## config.mk

```make
export PLATFORM = sky130hd
export DESIGN_NAME = bitword_grid_walk_pattern_flat
export DESIGN_NICKNAME = d
export VERILOG_FILES = /design/src/rtl/core/bgw_pkg.sv /design/src/rtl/core/bgw_if.sv /design/src/rtl/core/bgw_cell_store.sv /design/src/rtl/core/bitword_grid_walk_pattern.sv /design/src/flat_wrapper.sv
export SDC_FILE = /design/constraint.sdc
export NUM_CORES = 1
export LEC_CHECK = 0
export BUFFER_PORTS_ARGS = -buffer_cell sky130_fd_sc_hd__buf_2
export CORE_MARGIN = 10
export CORE_UTILIZATION = 45
export CTS_CLUSTER_DIAMETER = 60
export DETAILED_ROUTE_END_ITERATION = 10
export SLEW_MARGIN = 20
export SYNTH_ARGS = -nofsm -noshare
export SYNTH_HDL_FRONTEND = slang
export SYNTH_SLANG_ARGS = --single-unit
```

## constraint.sdc

```tcl
create_clock -name clk_i -period 6.65 [get_ports clk_i]
set_input_delay 0.9975 -clock clk_i [delete_from_list [all_inputs] [get_ports clk_i]]
set_output_delay 0.9975 -clock clk_i [all_outputs]
set_load 0.005 [all_outputs]
```

## src/rtl/core/bgw_pkg.sv

```systemverilog
// Package of the grid walk block: grid geometry, microcode format and program,
// and the request type of the cell store. No dependencies.
package bgw_pkg;

  localparam int GRID_WIDTH   = 4;
  localparam int GRID_HEIGHT  = 8;
  localparam int CELL_COUNT   = GRID_WIDTH * GRID_HEIGHT;
  localparam int WALK_PASSES  = 8;

  localparam int X_W    = $clog2(GRID_WIDTH);
  localparam int Y_W    = $clog2(GRID_HEIGHT);
  localparam int CELL_W = $clog2(CELL_COUNT);
  localparam int PASS_W = $clog2(WALK_PASSES);
  localparam int UPC_W  = 5;

  typedef logic [CELL_W-1:0] cell_t;
  typedef logic [7:0]        cell_val_t;
  typedef logic [UPC_W-1:0]  upc_t;

  typedef struct packed {
    logic [X_W-1:0] x;
    logic [Y_W-1:0] y;
  } pos_t;

  typedef enum logic [1:0] {
    DIR_N = 2'd0,
    DIR_E = 2'd1,
    DIR_S = 2'd2,
    DIR_W = 2'd3
  } dir_e;

  typedef enum logic [1:0] {
    REG_COUNT_MODE   = 2'd0,
    REG_GATE_MODE    = 2'd1,
    REG_CLAMP_ENABLE = 2'd2
  } cfg_reg_e;

  typedef enum logic [2:0] {
    UOP_WAIT = 3'd0,  // take an item, branch to the bit-mode loop if selected
    UOP_LOAD = 3'd1,  // load the step counter from the byte of dir
    UOP_WALK = 3'd2,  // step toward dir until the counter is zero
    UOP_BIT  = 3'd3,  // one step toward dir if the pass bit is set
    UOP_JUMP = 3'd4,
    UOP_NOP  = 3'd5,
    UOP_READ = 3'd6,  // read the cell at the sweep index
    UOP_EMIT = 3'd7   // load output register, loop to target until last cell
  } uop_e;

  typedef struct packed {
    uop_e uop;
    dir_e dir;
    upc_t target;
  } ucode_t;

  localparam upc_t UA_WAIT     = 5'd0;
  localparam upc_t UA_BIT_LOOP = 5'd10;
  localparam upc_t UA_SWEEP    = 5'd14;
  localparam upc_t UA_READ     = 5'd15;

  localparam cell_t LAST_CELL = CELL_W'(CELL_COUNT - 1);

  typedef struct packed {
    logic      clear;
    logic      rd_en;
    cell_t     rd_addr;
    logic      wr_en;
    cell_t     wr_addr;
    cell_val_t wr_data;
  } cs_req_t;

  function automatic ucode_t ucode_rom(upc_t addr);
    ucode_t cw;
    case (addr)
      5'd0:    cw = '{UOP_WAIT, DIR_N, UA_BIT_LOOP};
      5'd1:    cw = '{UOP_LOAD, DIR_N, UA_WAIT};
      5'd2:    cw = '{UOP_WALK, DIR_N, UA_WAIT};
      5'd3:    cw = '{UOP_LOAD, DIR_E, UA_WAIT};
      5'd4:    cw = '{UOP_WALK, DIR_E, UA_WAIT};
      5'd5:    cw = '{UOP_LOAD, DIR_S, UA_WAIT};
      5'd6:    cw = '{UOP_WALK, DIR_S, UA_WAIT};
      5'd7:    cw = '{UOP_LOAD, DIR_W, UA_WAIT};
      5'd8:    cw = '{UOP_WALK, DIR_W, UA_WAIT};
      5'd9:    cw = '{UOP_JUMP, DIR_N, UA_SWEEP};
      5'd10:   cw = '{UOP_BIT,  DIR_N, UA_WAIT};
      5'd11:   cw = '{UOP_BIT,  DIR_E, UA_WAIT};
      5'd12:   cw = '{UOP_BIT,  DIR_S, UA_WAIT};
      5'd13:   cw = '{UOP_BIT,  DIR_W, UA_BIT_LOOP};
      5'd14:   cw = '{UOP_NOP,  DIR_N, UA_WAIT};
      5'd15:   cw = '{UOP_READ, DIR_N, UA_WAIT};
      5'd16:   cw = '{UOP_EMIT, DIR_N, UA_READ};
      default: cw = '{UOP_JUMP, DIR_N, UA_WAIT};
    endcase
    return cw;
  endfunction

  // One move on the torus.
  function automatic pos_t step_pos(pos_t p, dir_e d);
    pos_t n;
    n = p;
    case (d)
      DIR_N: n.y = (p.y == '0) ? Y_W'(GRID_HEIGHT - 1) : p.y - 1'b1;
      DIR_E: n.x = (int'(p.x) + 1 >= GRID_WIDTH) ? '0 : p.x + 1'b1;
      DIR_S: n.y = (int'(p.y) + 1 >= GRID_HEIGHT) ? '0 : p.y + 1'b1;
      DIR_W: n.x = (p.x == '0) ? X_W'(GRID_WIDTH - 1) : p.x - 1'b1;
      default: n = p;
    endcase
    return n;
  endfunction

  function automatic cell_t cell_addr(pos_t p);
    return CELL_W'(p.x) + CELL_W'(p.y) * CELL_W'(GRID_WIDTH);
  endfunction

  function automatic pos_t start_pos(logic [4:0] start);
    cell_t sat;
    pos_t  p;
    sat = (int'(start) > CELL_COUNT - 1) ? LAST_CELL : CELL_W'(start);
    p.x = X_W'(sat % GRID_WIDTH);
    p.y = Y_W'(sat / GRID_WIDTH);
    return p;
  endfunction

  // North is the top byte, west the bottom byte.
  function automatic cell_val_t dir_byte(logic [31:0] w, dir_e d);
    cell_val_t b;
    case (d)
      DIR_N:   b = w[31:24];
      DIR_E:   b = w[23:16];
      DIR_S:   b = w[15:8];
      default: b = w[7:0];
    endcase
    return b;
  endfunction

endpackage

```

## src/rtl/core/bgw_if.sv

```systemverilog
// Valid/ready channel interfaces of the grid walk block: input items,
// result words and configuration writes. No dependencies.
interface bgw_in_if;
  logic              valid;
  logic              ready;
  logic [31:0]       word;
  logic signed [5:0] rotate_amount;
  logic [4:0]        start_cell;
  logic [7:0]        intensity;

  modport source (output valid, word, rotate_amount, start_cell, intensity, input ready);
  modport sink   (input valid, word, rotate_amount, start_cell, intensity, output ready);
endinterface

interface bgw_out_if;
  logic       valid;
  logic       ready;
  logic [4:0] cell_index;
  logic [7:0] level;
  logic       gate;
  logic       last;

  modport source (output valid, cell_index, level, gate, last, input ready);
  modport sink   (input valid, cell_index, level, gate, last, output ready);
endinterface

interface bgw_cfg_if;
  logic       valid;
  logic       ready;
  logic [1:0] index;
  logic       data;

  modport source (output valid, index, data, input ready);
  modport sink   (input valid, index, data, output ready);
endinterface

```

## src/rtl/core/bgw_cell_store.sv

```systemverilog
// Cell store of the grid walk block: one 8-bit value per grid cell, with
// per-cell valid bits so that a clear empties every cell at once. Depends on bgw_pkg.
module bgw_cell_store (
  input  logic                clk_i,
  input  logic                rst_ni,
  input  bgw_pkg::cs_req_t    req_i,
  output bgw_pkg::cell_val_t  rd_data_o
);
  import bgw_pkg::*;

  cell_val_t               mem_q [CELL_COUNT];
  logic [CELL_COUNT-1:0]   valid_q;
  cell_val_t               rdata_q;
  logic                    rvalid_q;

  always_ff @(posedge clk_i) begin
    if (req_i.wr_en) begin
      mem_q[req_i.wr_addr] <= req_i.wr_data;
    end
    if (req_i.rd_en) begin
      rdata_q <= mem_q[req_i.rd_addr];
    end
  end

  always_ff @(posedge clk_i or negedge rst_ni) begin
    if (!rst_ni) begin
      valid_q  <= '0;
      rvalid_q <= 1'b0;
    end else begin
      if (req_i.clear) begin
        valid_q <= '0;
      end else if (req_i.wr_en) begin
        valid_q[req_i.wr_addr] <= 1'b1;
      end
      if (req_i.rd_en) begin
        rvalid_q <= valid_q[req_i.rd_addr];
      end
    end
  end

  // A cell not written since the last clear reads as zero.
  assign rd_data_o = rvalid_q ? rdata_q : '0;

endmodule

```

## src/rtl/core/bitword_grid_walk_pattern.sv

```systemverilog
// Grid walk block: it accepts an item, walks it over the torus in count mode or
// bit mode with one cell store access per step, then sweeps the grid out as 32
// words, with one read and one emit per cell. One item is in work at a time;
// the last word may still wait at the output while the next item enters.
// Depends on bgw_pkg, bgw_if and bgw_cell_store.
module bitword_grid_walk_pattern (
  input  logic      clk_i,
  input  logic      rst_ni,
  bgw_in_if.sink    in_i,
  bgw_out_if.source out_o,
  bgw_cfg_if.sink   cfg_i
);
  import bgw_pkg::*;

  logic count_mode_q, gate_mode_q, clamp_enable_q;

  upc_t              upc_q, upc_d;
  logic [31:0]       word_q, word_d;
  pos_t              pos_q, pos_d;
  cell_val_t         cnt_q, cnt_d;
  logic [PASS_W-1:0] pass_q, pass_d;
  cell_t             idx_q, idx_d;
  cell_val_t         intensity_q, intensity_d;
  logic              pend_q, pend_d;
  cell_t             pend_addr_q, pend_addr_d;

  logic      out_valid_q;
  cell_t     out_cell_q;
  cell_val_t out_level_q;
  logic      out_gate_q, out_last_q;

  ucode_t      cw;
  pos_t        pos_nxt;
  cell_val_t   byte_sel;
  logic        step;
  logic        in_ready;
  logic        out_load;
  logic [63:0] rot_wide;
  cs_req_t     cs_req;
  cell_val_t   rd_data;
  logic [15:0] prod;
  cell_val_t   level;

  assign cw       = ucode_rom(upc_q);
  assign pos_nxt  = step_pos(pos_q, cw.dir);
  assign byte_sel = dir_byte(word_q, cw.dir);
  assign rot_wide = {in_i.word, in_i.word} << in_i.rotate_amount[4:0];

  always_comb begin
    upc_d       = upc_q + 1'b1;
    word_d      = word_q;
    pos_d       = pos_q;
    cnt_d       = cnt_q;
    pass_d      = pass_q;
    idx_d       = idx_q;
    intensity_d = intensity_q;
    step        = 1'b0;
    in_ready    = 1'b0;
    out_load    = 1'b0;
    cs_req.clear   = 1'b0;
    cs_req.rd_en   = 1'b0;
    cs_req.rd_addr = cell_addr(pos_nxt);
    cs_req.wr_en   = pend_q;
    cs_req.wr_addr = pend_addr_q;
    cs_req.wr_data = gate_mode_q ? (rd_data ^ 8'h01) : (rd_data + 8'd1);

    case (cw.uop)
      UOP_WAIT: begin
        in_ready = 1'b1;
        upc_d    = upc_q;
        if (in_i.valid) begin
          word_d       = rot_wide[63:32];
          pos_d        = start_pos(in_i.start_cell);
          intensity_d  = in_i.intensity;
          pass_d       = '0;
          idx_d        = '0;
          cs_req.clear = 1'b1;
          upc_d        = count_mode_q ? upc_q + 1'b1 : cw.target;
        end
      end
      UOP_LOAD: cnt_d = byte_sel;
      UOP_WALK: begin
        if (cnt_q != '0) begin
          step  = 1'b1;
          cnt_d = cnt_q - 1'b1;
          upc_d = upc_q;
        end
      end
      UOP_BIT: begin
        step = byte_sel[pass_q];
        if (cw.dir == DIR_W) begin
          pass_d = pass_q + 1'b1;
          if (pass_q != PASS_W'(WALK_PASSES - 1)) begin
            upc_d = cw.target;
          end
        end
      end
      UOP_JUMP: upc_d = cw.target;
      UOP_NOP: ;
      UOP_READ: begin
        cs_req.rd_en   = 1'b1;
        cs_req.rd_addr = idx_q;
      end
      UOP_EMIT: begin
        if (!out_valid_q || out_o.ready) begin
          out_load = 1'b1;
          if (idx_q == LAST_CELL) begin
            upc_d = UA_WAIT;
          end else begin
            idx_d = idx_q + 1'b1;
            upc_d = cw.target;
          end
        end else begin
          upc_d = upc_q;
        end
      end
      default: upc_d = UA_WAIT;
    endcase

    // A step reads the cell it enters now and writes it back next cycle.
    // Consecutive steps never enter the same cell, so no bypass is needed.
    pend_d      = step;
    pend_addr_d = cell_addr(pos_nxt);
    if (step) begin
      pos_d        = pos_nxt;
      cs_req.rd_en = 1'b1;
    end
  end

  bgw_cell_store u_cell_store (
    .clk_i     (clk_i),
    .rst_ni    (rst_ni),
    .req_i     (cs_req),
    .rd_data_o (rd_data)
  );

  assign prod  = 16'(rd_data) * 16'(intensity_q);
  assign level = (clamp_enable_q && (prod > 16'h00FF)) ? 8'hFF : prod[7:0];

  always_ff @(posedge clk_i or negedge rst_ni) begin
    if (!rst_ni) begin
      upc_q          <= UA_WAIT;
      pend_q         <= 1'b0;
      out_valid_q    <= 1'b0;
      count_mode_q   <= 1'b1;
      gate_mode_q    <= 1'b1;
      clamp_enable_q <= 1'b1;
    end else begin
      upc_q  <= upc_d;
      pend_q <= pend_d;
      if (out_load) begin
        out_valid_q <= 1'b1;
      end else if (out_o.ready) begin
        out_valid_q <= 1'b0;
      end
      if (cfg_i.valid) begin
        case (cfg_i.index)
          REG_COUNT_MODE:   count_mode_q   <= cfg_i.data;
          REG_GATE_MODE:    gate_mode_q    <= cfg_i.data;
          REG_CLAMP_ENABLE: clamp_enable_q <= cfg_i.data;
          default: ;
        endcase
      end
    end
  end

  always_ff @(posedge clk_i) begin
    word_q      <= word_d;
    pos_q       <= pos_d;
    cnt_q       <= cnt_d;
    pass_q      <= pass_d;
    idx_q       <= idx_d;
    intensity_q <= intensity_d;
    pend_addr_q <= pend_addr_d;
    if (out_load) begin
      out_cell_q  <= idx_q;
      out_level_q <= level;
      out_gate_q  <= (rd_data != '0);
      out_last_q  <= (idx_q == LAST_CELL);
    end
  end

  assign in_i.ready       = in_ready;
  assign cfg_i.ready      = 1'b1;
  assign out_o.valid      = out_valid_q;
  assign out_o.cell_index = 5'(out_cell_q);
  assign out_o.level      = out_level_q;
  assign out_o.gate       = out_gate_q;
  assign out_o.last       = out_last_q;

endmodule

```

## src/flat_wrapper.sv

```systemverilog
// flat-port wrapper written by rule: the top's interface ports become plain ports
module bitword_grid_walk_pattern_flat import bgw_pkg::*;
  (clk_i, rst_ni, in_i_valid, in_i_word, in_i_rotate_amount, in_i_start_cell, in_i_intensity, in_i_ready, out_o_valid, out_o_cell_index, out_o_level, out_o_gate, out_o_last, out_o_ready, cfg_i_valid, cfg_i_index, cfg_i_data, cfg_i_ready);
  bgw_in_if in_i_i ();
  bgw_out_if out_o_i ();
  bgw_cfg_if cfg_i_i ();
  input  logic clk_i;
  input  logic rst_ni;
  input wire logic [$bits(in_i_i.valid)-1:0] in_i_valid;
  input wire logic [$bits(in_i_i.word)-1:0] in_i_word;
  input wire logic [$bits(in_i_i.rotate_amount)-1:0] in_i_rotate_amount;
  input wire logic [$bits(in_i_i.start_cell)-1:0] in_i_start_cell;
  input wire logic [$bits(in_i_i.intensity)-1:0] in_i_intensity;
  output wire logic [$bits(in_i_i.ready)-1:0] in_i_ready;
  output wire logic [$bits(out_o_i.valid)-1:0] out_o_valid;
  output wire logic [$bits(out_o_i.cell_index)-1:0] out_o_cell_index;
  output wire logic [$bits(out_o_i.level)-1:0] out_o_level;
  output wire logic [$bits(out_o_i.gate)-1:0] out_o_gate;
  output wire logic [$bits(out_o_i.last)-1:0] out_o_last;
  input wire logic [$bits(out_o_i.ready)-1:0] out_o_ready;
  input wire logic [$bits(cfg_i_i.valid)-1:0] cfg_i_valid;
  input wire logic [$bits(cfg_i_i.index)-1:0] cfg_i_index;
  input wire logic [$bits(cfg_i_i.data)-1:0] cfg_i_data;
  output wire logic [$bits(cfg_i_i.ready)-1:0] cfg_i_ready;
  assign in_i_i.valid = in_i_valid;
  assign in_i_i.word = in_i_word;
  assign in_i_i.rotate_amount = in_i_rotate_amount;
  assign in_i_i.start_cell = in_i_start_cell;
  assign in_i_i.intensity = in_i_intensity;
  assign in_i_ready = in_i_i.ready;
  assign out_o_valid = out_o_i.valid;
  assign out_o_cell_index = out_o_i.cell_index;
  assign out_o_level = out_o_i.level;
  assign out_o_gate = out_o_i.gate;
  assign out_o_last = out_o_i.last;
  assign out_o_i.ready = out_o_ready;
  assign cfg_i_i.valid = cfg_i_valid;
  assign cfg_i_i.index = cfg_i_index;
  assign cfg_i_i.data = cfg_i_data;
  assign cfg_i_ready = cfg_i_i.ready;
  bitword_grid_walk_pattern u_core (.clk_i(clk_i), .rst_ni(rst_ni), .in_i(in_i_i), .out_o(out_o_i), .cfg_i(cfg_i_i));
endmodule
```

==> flow_summary.yaml <==
detailed_routing:
  ant_nets: 0
  num_vias: 12800
  wl_mm: 46.6
  wl_per_cell_um: 20.3
  first_pass_iters: 5
  drc: 0
  via_per_inst: 5.57
  first_iter_violations: 937
floorplan:
  initial_core_util_pct: 45.6
  die_h_um: 235
  core_area_um2: 45500
  die_w_um: 235
  rows: 78
  die_area_um2: 55000
  io_pins: 77
timing:
  drv_slew: 0
  finalSetupViolations: 0
  hold_viol: 0
  post-route-min-period_ns: 6.03
  tightest_slew_ns: 1.10
  max_slew_margin_pct: 26.3
  skew_ns: 0.0133
  rsz0062_at_grt: "false"
  clock.fmax_mhz: 166
  fin_crit_sh_pct: 90.6
  setup_tns_ns: 0
synthesis:
  synth_area_per_cell_um2: 12.9
  ys.flop_type: "edfxtp_1"
  yosysTopAreaCell: "edfxtp_1"
  yosys_register_bits: 388
  yosys-top-cells-count: "edfxtp_1 (340), mux2i_1 (189), nor2_1 (160), nand2_1 (98), inv_1 (85)"
  yosysUniqueCellTypes: 67
  ys_warn_count: 0
  postSynthCellCount: 1612
  yosysSeqAreaShare_pct: 54.9
  synth.cell_area_um2: 20700
  yosys.area.top_type_share_pct: 49.3
  synth_most_common_cell: "edfxtp_1"
  netlist_top_cells_area: "edfxtp_1 (49%), mux2i_1 (9.1%), dfrtp_1 (4.8%), mux2_2 (4.3%), mux4_2 (4.0%)"
  synth_edf_count: 340
  synth_nets: 1765
  async_flop_share_pct: 11.1
grt:
  grt_pass1_wl_mm: 72.3
  grt_max_degree: 101
  globalRouteOverflowTotal: 0
  track_usage_pct: 16.3
  grtUsageMet2_pct: 27.4
  met1_usage_pct: 21.4
  grt_antenna_before_repair: 0
  grt_use_met3_pct: 2.52
  top_usage_layer: "met2"
  grt_pass1_vias: 12800
clock_network:
  root_buffer: "clkbuf_16"
  cts_resized: 0
  cts_htree_levels: 2
  path_clk_slew_ns: 0.06
  postCtsSetupBuffers: 0
  cts_buffers: 43
  insertion_delay_ns: 0.56
  clkSinkCount: 388
  tritoncts: "done"
  clockBufferDepth: 3
  hold_buffers: 0
run_status:
  status: "complete, no violations"
worst_hold_path:
  hold_class: "in -> async"
worst_setup_path:
  start_kind: "register"
  cp_data_required_time_ns: 6.95
  worstSetupEndpointType: "register"
  crit_fanout: 38
  r2r_cells: 18
  crit_arrival_ns: 6.33
  crit_type: "reg -> reg"
placement:
  placed_area_um2: 21700
  dp_hpwl_mm: 31.5
  port_buffers: 74
  globalplace.congestion: 0.831
final_layout:
  post_route_cells_drive_above_1_share_pct: 17.7
  post-route-util_pct: 50.6
  diodes: 0
  area_growth_pct: 10.9
  nNetsFinal: 1811
  finalInstanceArea_um2: 23000
job:
  drv_cap: 0
==> cell type report <==
type / instances / area (um2)
Sequential cell: 388 / 11400
Clock buffer: 62 / 1210
Inverter: 85 / 319
Timing Repair Buffer: 96 / 551
Fill cell: 3978 / 22500
Clock inverter: 16 / 100
Tap cell: 600 / 751
Multi-Input combinational cell: 1044 / 8670
==> metrics by stage <==
step | worst slack (ns) | hold slack (ns) | cells
floorplan | 0.898 | 0.457 | 1612
finish | 0.622 | 0.455 | 2291
detailed placement | 0.643 | 0.483 | 2213
global route | 0.152 | 0.484 | 2291
global placement | 0.781 | 0.477 | 2213
CTS | 0.631 | 0.497 | 2291
==> critical path, stage by stage, from the launching register on <==
cell and delay, ns:
dfrtp_1 0.95, and3_1 0.30, fa_1 0.45, fa_1 0.53, fa_1 0.54, inv_1 0.06
fa_1 0.53, inv_1 0.04, ha_1 0.41, a21o_1 0.21, a21oi_1 0.09, o21a_1 0.21
a211oi_1 0.27, o21ai_0 0.13, nand2b_1 0.09, mux2_2 0.34, o41ai_2 0.31, buf_4 0.20
o21ai_0 0.08
==> worst paths after layout <==
check / from / endpoint / slack (ns)
max: u_core.u_cell_store.rvalid_q / u_core.out_o.level[5] / 0.62
max reg2reg: u_core.u_cell_store.rvalid_q / u_core.out_o.level[5] / 0.62
max in group asynchronous: rst_ni / u_core.u_cell_store.valid_q[25] / 5.76
min in group clk_i: u_core.u_cell_store.valid_q[16] / u_core.u_cell_store.valid_q[16] / 0.50
min: rst_ni / u_core.upc_q[1] / 0.45
min reg2reg: u_core.u_cell_store.valid_q[16] / u_core.u_cell_store.valid_q[16] / 0.50
==> placed cells by master, fill, tap and decap left out, drive strengths merged, types with 11 or more instances in the layout <==
cell / Yosys / final
a211oi: 24 / 24
a21oi: 47 / 47
and3: 51 / 51
buf: 43 / 96
clkbuf: 52 / 62
clkinv: 0 / 13
dfrtp: 40 / 40
edfxtp: 340 / 340
fa: 36 / 36
ha: 58 / 58
inv: 85 / 88
mux2: 80 / 80
mux2i: 189 / 189
mux4: 37 / 37
nand2: 98 / 98
nand2b: 11 / 11
nand3: 29 / 29
nor2: 160 / 160
nor3: 11 / 11
o211ai: 17 / 17
o21ai: 59 / 59
xnor2: 11 / 11
==> state kept, by name, summed over array words and instances, names as in the netlist <==
signal,cells
u_core.idx_q,5
u_core.count_mode_q,1
u_core.intensity_q,8
u_core.upc_q,5
u_core.out_o.gate,1
u_core.u_cell_store.valid_q,32
u_core.out_o.valid,1
u_core.pend_addr_q,5
u_core.pend_q,1
u_core.out_o.last,1
u_core.u_cell_store.rvalid_q,1
u_core.u_cell_store.rdata_q,8
u_core.gate_mode_q,1
u_core.out_o.level,8
u_core.cnt_q,8
u_core.u_cell_store.mem_q,256
u_core.pass_q,3
u_core.word_q,32
u_core.clamp_enable_q,1
u_core.pos_q,5
u_core.out_o.cell_index,5
==> cells by family after synthesis <==
kind of cell / Yosys count / synth area share [%]
AOI/OAI and AO/OA: 214 / 6.94
xor gates and xnor gates: 20 / 0.845
adders and majority gates: 94 / 6.98
buffers and inverters: 180 / 3.60
DFF: 388 / 54.9
muxes: 306 / 17.5
other: 1 / 0.0181
and+or+nand+nor: 409 / 9.18
==> metal layers <==
layer	wire [um]	up-vias	share of wire, %
met3	2460	71	5.3
met2	23000	295	49
li1	-	6073	-
met4	1030	0	2.2
met1	20100	6332	43
met5	0	-	0
Power is not shown: default switching activity piles up to over one toggle a cycle in this logic, so the estimate is an artifact.
